[config.mk]
export PLATFORM = sky130hd
export DESIGN_NAME = pncs_dist
export DESIGN_NICKNAME = d
export VERILOG_FILES = /design/src/hdl/assert_macros.svh /design/src/hdl/pncs_pkg.sv /design/src/hdl/pncs_dist.sv
export SDC_FILE = /design/constraint.sdc
export NUM_CORES = 1
export LEC_CHECK = 0
export ABC_AREA = 0
export BUFFER_PORTS_ARGS = -buffer_cell sky130_fd_sc_hd__buf_4
export CAP_MARGIN = 10
export CORE_MARGIN = 8
export CORE_UTILIZATION = 57
export CTS_CLUSTER_DIAMETER = 150
export CTS_CLUSTER_SIZE = 8
export DETAILED_ROUTE_END_ITERATION = 8
export PLACE_DENSITY = 0.79
export SETUP_SLACK_MARGIN = 0.05
export SLEW_MARGIN = 20
export SYNTH_ARGS = -nofsm -noshare
export SYNTH_HDL_FRONTEND = slang
export SYNTH_SLANG_ARGS = --single-unit
[constraint.sdc]
create_clock -name clock -period 7.4 [get_ports clock]
set_input_delay 0.74 -clock clock [delete_from_list [all_inputs] [get_ports clock]]
set_output_delay 0.74 -clock clock [all_outputs]
set_load 0.03 [all_outputs]
[src/hdl/assert_macros.svh]
// ----------------------------------------------------------------------------
// assert_macros.svh
// concurrent assertion helpers used by palette_nearest_color_search_unit
// ----------------------------------------------------------------------------
`ifndef ASSERT_MACROS_SVH
`define ASSERT_MACROS_SVH

`ifndef SYNTHESIS

// condition must hold at every clock edge outside reset
`define ASSERT_ALWAYS(lbl, clk, rst, cond) \
   lbl: assert property (@(posedge clk) disable iff (rst) (cond)) \
      else $error("assertion failed");

// consequent must hold in the same cycle as the antecedent
`define ASSERT_IMPLY(lbl, clk, rst, ante, cons) \
   lbl: assert property (@(posedge clk) disable iff (rst) (ante) |-> (cons)) \
      else $error("assertion failed");

// consequent must hold in the cycle after the antecedent
`define ASSERT_NEXT(lbl, clk, rst, ante, cons) \
   lbl: assert property (@(posedge clk) disable iff (rst) (ante) |=> (cons)) \
      else $error("assertion failed");

`else

`define ASSERT_ALWAYS(lbl, clk, rst, cond)
`define ASSERT_IMPLY(lbl, clk, rst, ante, cons)
`define ASSERT_NEXT(lbl, clk, rst, ante, cons)

`endif

`endif

[src/hdl/pncs_pkg.sv]
// ----------------------------------------------------------------------------
// pncs_pkg
// shared widths, request codes and pipeline tag type of the palette search
// ----------------------------------------------------------------------------
package pncs_pkg;

   localparam int CHAN_W  = 8;
   localparam int IDX_W   = 8;
   localparam int SIZE_W  = 9;
   localparam int SQ_W    = 16;
   localparam int DIST_W  = 18;
   localparam int COLOR_W = 3 * CHAN_W;

   localparam logic REQ_WRITE = 1'b0;
   localparam logic REQ_QUERY = 1'b1;

   // travels alongside an entry through the read and distance stages
   typedef struct packed {
      logic             valid;
      logic [IDX_W-1:0] index;
   } tag_type;

endpackage

[src/hdl/pncs_dist.sv]
// ----------------------------------------------------------------------------
// pncs_dist
// per-channel squared differences, registered, summed into the distance
// ----------------------------------------------------------------------------
module pncs_dist (
   input  logic                                clock,
   input  logic                                reset,
   input  logic                                clear,
   input  logic [pncs_pkg::CHAN_W-1:0]         query_red,
   input  logic [pncs_pkg::CHAN_W-1:0]         query_green,
   input  logic [pncs_pkg::CHAN_W-1:0]         query_blue,
   input  logic [pncs_pkg::COLOR_W-1:0]        entry_color,
   input  pncs_pkg::tag_type                   in_tag,
   output pncs_pkg::tag_type                   out_tag,
   output logic [pncs_pkg::DIST_W-1:0]         out_dist
);

   import pncs_pkg::*;

   logic [CHAN_W-1:0] diff_r, diff_g, diff_b;
   logic [CHAN_W-1:0] ent_r, ent_g, ent_b;
   logic [SQ_W-1:0]   sq_r_ff, sq_g_ff, sq_b_ff;
   logic [SQ_W-1:0]   sq_r_in, sq_g_in, sq_b_in;
   tag_type           tag_ff, tag_in;

   assign ent_r = entry_color[3*CHAN_W-1:2*CHAN_W];
   assign ent_g = entry_color[2*CHAN_W-1:CHAN_W];
   assign ent_b = entry_color[CHAN_W-1:0];

   always_comb begin
      diff_r  = (ent_r > query_red)   ? ent_r - query_red   : query_red - ent_r;
      diff_g  = (ent_g > query_green) ? ent_g - query_green : query_green - ent_g;
      diff_b  = (ent_b > query_blue)  ? ent_b - query_blue  : query_blue - ent_b;
      sq_r_in = SQ_W'(diff_r) * SQ_W'(diff_r);
      sq_g_in = SQ_W'(diff_g) * SQ_W'(diff_g);
      sq_b_in = SQ_W'(diff_b) * SQ_W'(diff_b);
      tag_in        = in_tag;
      tag_in.valid  = in_tag.valid & ~clear;
   end

   always_ff @(posedge clock) begin
      if (reset) begin
         tag_ff <= '0;
      end else begin
         tag_ff <= tag_in;
      end
      sq_r_ff <= sq_r_in;
      sq_g_ff <= sq_g_in;
      sq_b_ff <= sq_b_in;
   end

   assign out_tag  = tag_ff;
   assign out_dist = DIST_W'(sq_r_ff) + DIST_W'(sq_g_ff) + DIST_W'(sq_b_ff);

endmodule

; Word-level counts from Yosys, hierarchy flattened
; Index checks and enable logic that the tools add are counted.
[word_totals]
reg_bits = 57
inputBits = 60
output_inout_bits = 27
wordCells = 24
[op_classes]
n_addsub = 8
multipliers = 3
n_lt_le_gt_ge = 3
n_mux = 3
n_bitwise = 2
[ops]
columns = op, count
row1 = $mul A8 B8 Y16, 3
row2 = $sub A8 B8 Y8, 6
row3 = $gt A8 B8 Y1, 3
row4 = $mux W8, 3
row5 = $add A17 B16 Y18, 1
row6 = $add A16 B16 Y17, 1
row7 = $and A1 B1 Y1, 1
row8 = $not A1 Y1, 1

; Logic depth before layout (Yosys ltp)
[depth]
word_depth = 3
ltp_mapped = 27
depth_no_buf = 26

; Worst setup path after synthesis
; No wires, ideal clock.
[synth_path]
kind = input-to-reg
from = input entry_color[16] (netlist bit)
to = register sq_r_ff[12]
setup_ps = 134
t_arrival_ps = 6252
required_ps = 7266
path_slack_ps = 1014
cell_stages = 26
path_buffers = 1
path_cell_list = inv_1 -> ha_1 -> inv_1 -> fa_1 -> a21o_1 -> a221oi_4 -> a21oi_4 -> mux2i_1 -> xnor2_1 -> buf_2 -> nor2_1 -> inv_1 -> fa_1 -> inv_1 -> fa_1 -> inv_1 -> fa_1 -> fa_1 -> inv_1 -> ha_1 -> inv_1 -> nor2_1 -> o31a_1 -> o22ai_1 -> and4b_1 -> or4b_1
[synth_via]
elab_chain_len = 3
elab_cells_between_ends = 5
classes_between = add/sub (2) / mul (1) / order compare (1) / mux (1)
[synth_rtl]
columns = element, line_no
row1 = "start, declared", pncs_dist.sv:12  ; input logic [pncs_pkg::COLOR_W-1:0] entry_color,
row2 = $sub A8 B8 Y8 / $gt A8 B8 Y1 (equally long branches), pncs_dist.sv:31  ; diff_r = (ent_r > query_red) ? ent_r - query_red : query_red - ent_r;
row3 = $mux W8 *, pncs_dist.sv:31
row4 = $mul A8 B8 Y16 *, pncs_dist.sv:34  ; sq_r_in = SQ_W'(diff_r) * SQ_W'(diff_r);
row5 = named net sq_r_in[12], pncs_dist.sv:23  ; logic [SQ_W-1:0] sq_r_in, sq_g_in, sq_b_in;
row6 = "end signal, assigned", pncs_dist.sv:47  ; sq_r_ff <= sq_r_in;
row7 = "end, declared", pncs_dist.sv:22  ; logic [SQ_W-1:0] sq_r_ff, sq_g_ff, sq_b_ff;
; Mark *: on every way through the listed nets, which the timed path passes. The rest lies on a longest branch.
; A chain may end at the register's enable or synchronous reset.

; Final worst setup path
; Ends and elaborated chain as after synthesis.

==> results.md <==
* Vias/cell at 5.19
* Netlist Area Pre-Place at about 9100 um^2
* Top post-synthesis cells by area: fa_1 (21%), ha_1 (21%), dfxtp_1 (12%)
* Setup TNS Final at 0 ps
* Final Hold Fails at 0
* Fill count at 1,340
* Max Cap Viol at 0
* Fin cells at 1,306
* Final core occ at 0.643
* Vias in the first global route at 6,975
* Final wirelength at between 15,000 and 20,000 um
* Ant diodes at 0
* Die Width at 142 um
* Die height at approximately 140 um
* Row cnt at 46
* Worst hold path type: primary input to flip-flop
* # Post-CTS Setup Buffers at 0
* Startpoint Class: primary input
* Mapped Cells at 1,008
* Port bufs at 86
* Average wire per standard cell at 13.2 um
* DR DRC count at 0
* Max Buffers Root-to-Sink at 2
* Slew headroom at 0.419
* First-pass DRT Iterations at 6
* Critical path class: primary input to flip-flop
* Antenna violations before repair at 0
* WP data required at ~7600 ps
* Period utilization at 0.910
* Critical path data arrival time at 6890 ps
* Largest net degree at the start of global routing at 16
* Placed cells at 1,299
* Asr flop ratio synth at 0
* Yosys warning count at 0
* Syn Area/Cell at between 9 and 10 um^2
* TritonCTS clock tree: done
* Final setup fails at 0
* Clk slew on worst S/H paths at 60 ps
* Cts hold-fix bufs at 0
* Register area share after synthesis at 0.119
* DR vias at around 6,800
* GR Util All Layers at 0.178
* Nets at 1,396
* DP HPWL at 15,000 um
* First-pass GRT wire length at about 31,000 um
* H-tree levels at 2
* Fin crit period at between 6000 and 7000 ps
* FMAX at 149 MHz
* Post-synth EDFFs at 0
* CTS root buf: clkbuf_16
* Crit-path max FO at 11
* Synth-to-layout area growth at 11.2%
* Worst slew pin tran at 865 ps
* Pins Over Slew Limit at 0
* Library cells used by synthesis at 66
* Initial core utilization at 0.579
* Fraction of layout cells with a size suffix above 1 at 0.138
* Clock sinks at 54
* Core area at roughly 16,000 um^2
* I/O pin count at 87
* Grt ovf at 0
* CTS Buf Count at 5
* Status: completed
* RSZ-0062 raised after global routing: no
* Post-CTS sizing at 0
* Seq cells post-synth at 54
* Top-area cell type share of the netlist area at 0.214
* Gpl congestion at 0.876
* Fin Hold WS at a little over 600 ps
* Dominant synthesized flop cell: dfxtp_1
* Crit path capture type: flip-flop
* Final ANT Viol Nets at 0
* Die area at 20,300 um^2
* DRT iter0 DRCs at 302
* Area leader, netlist: fa_1
-- cell usage in the layout (no fill, tap or decap), types with 7 or more instances in the layout --
cell / instances
a21o_1: 32
a21oi_1: 60
a31oi_1: 8
buf_4: 93
dfxtp_1: 54
fa_1: 97
ha_1: 149
inv_1: 201
mux2i_1: 15
nand2_1: 26
nand2b_1: 10
nand3b_1: 7
nand4_1: 9
nor2_1: 93
nor2b_1: 12
nor3_1: 10
o21ai_0: 21
or2_2: 13
xnor2_1: 48
xor2_1: 17
-- cells by family after synthesis --
kind of cell,Yosys count,share of synthesized area
adders and majority gates,246,0.419
buffers and inverters,223,0.0981
and+or+nand+nor,214,0.118
AOI/OAI and AO/OA,175,0.133
xor gates and xnor gates,76,0.0872
DFF,54,0.119
muxes,19,0.0255
other,1,0.000412
-- synthesized netlist by cell type, types with 7 or more instances --
| cell | count |
|---|---|
| a21o_1 | 32 |
| a21oi_1 | 60 |
| a31oi_1 | 8 |
| dfxtp_1 | 54 |
| fa_1 | 97 |
| ha_1 | 149 |
| inv_1 | 201 |
| mux2i_1 | 15 |
| nand2_1 | 26 |
| nand2b_1 | 10 |
| nand3b_1 | 7 |
| nand4_1 | 9 |
| nor2_1 | 93 |
| nor2b_1 | 12 |
| nor3_1 | 10 |
| o21ai_0 | 21 |
| or2_2 | 13 |
| xnor2_1 | 48 |
| xor2_1 | 17 |
-- flip-flops by register name, summed over array words and instances (netlist names) --
| name | count |
|---|---|
| sq_g_ff | 15 |
| sq_r_ff | 15 |
| out_tag | 9 |
| sq_b_ff | 15 |
-- worst max-delay path, cell delays in order --
cell	delay [ps]
buf_4	110
inv_1	40
ha_1	160
inv_1	60
fa_1	420
a21o_1	240
a221oi_4	340
a21oi_4	170
mux2i_1	160
xnor2_1	700
nor2_1	200
fa_1	530
fa_1	490
inv_1	50
fa_1	450
fa_1	490
inv_1	40
ha_1	290
inv_1	70
nor2_1	100
o31a_1	160
o22ai_1	150
and4b_1	240
or4b_1	470
-- per-stage QoR --
stage | area, um^2 | setup WS (ps)
3_5_place_dp | 9940 | 399
6_report | 10100 | 666
3_3_place_gp | 9940 | 547
2_1_floorplan | 9100 | 1010
5_1_grt | 10100 | 293
4_1_cts | 10100 | 666
-- path summary, 6_finish.rpt --
| check | cells past startpoint | startpoint | end |
|---|---|---|---|
| setup / recovery | 24 | entry_color[16] | sq_r_ff[12] |
| hold / removal | 2 | clear | out_tag[8] |
-- metal layers --
metal	vias up	GRT usage	share of wire
met5	-	0	0
met4	0	0.0240	0.0079
met3	16	0.0235	0.034
met2	117	0.313	0.48
met1	3210	0.232	0.48
li1	3438	-	-
-- layout make-up --
type	instances	area, um^2	area share
repair buffers	93	698	0.0691
clock inverters	1	30.0	0.00297
clock buffers	6	139	0.0137
multi-input cells	733	7130	0.705
inverters	203	762	0.0754
flip-flops and latches	54	1080	0.107
well taps	216	270	0.0267
Power is left out: the tool's default activity adds up to more than one toggle a clock period on the data nets, which glitch-free logic cannot reach.
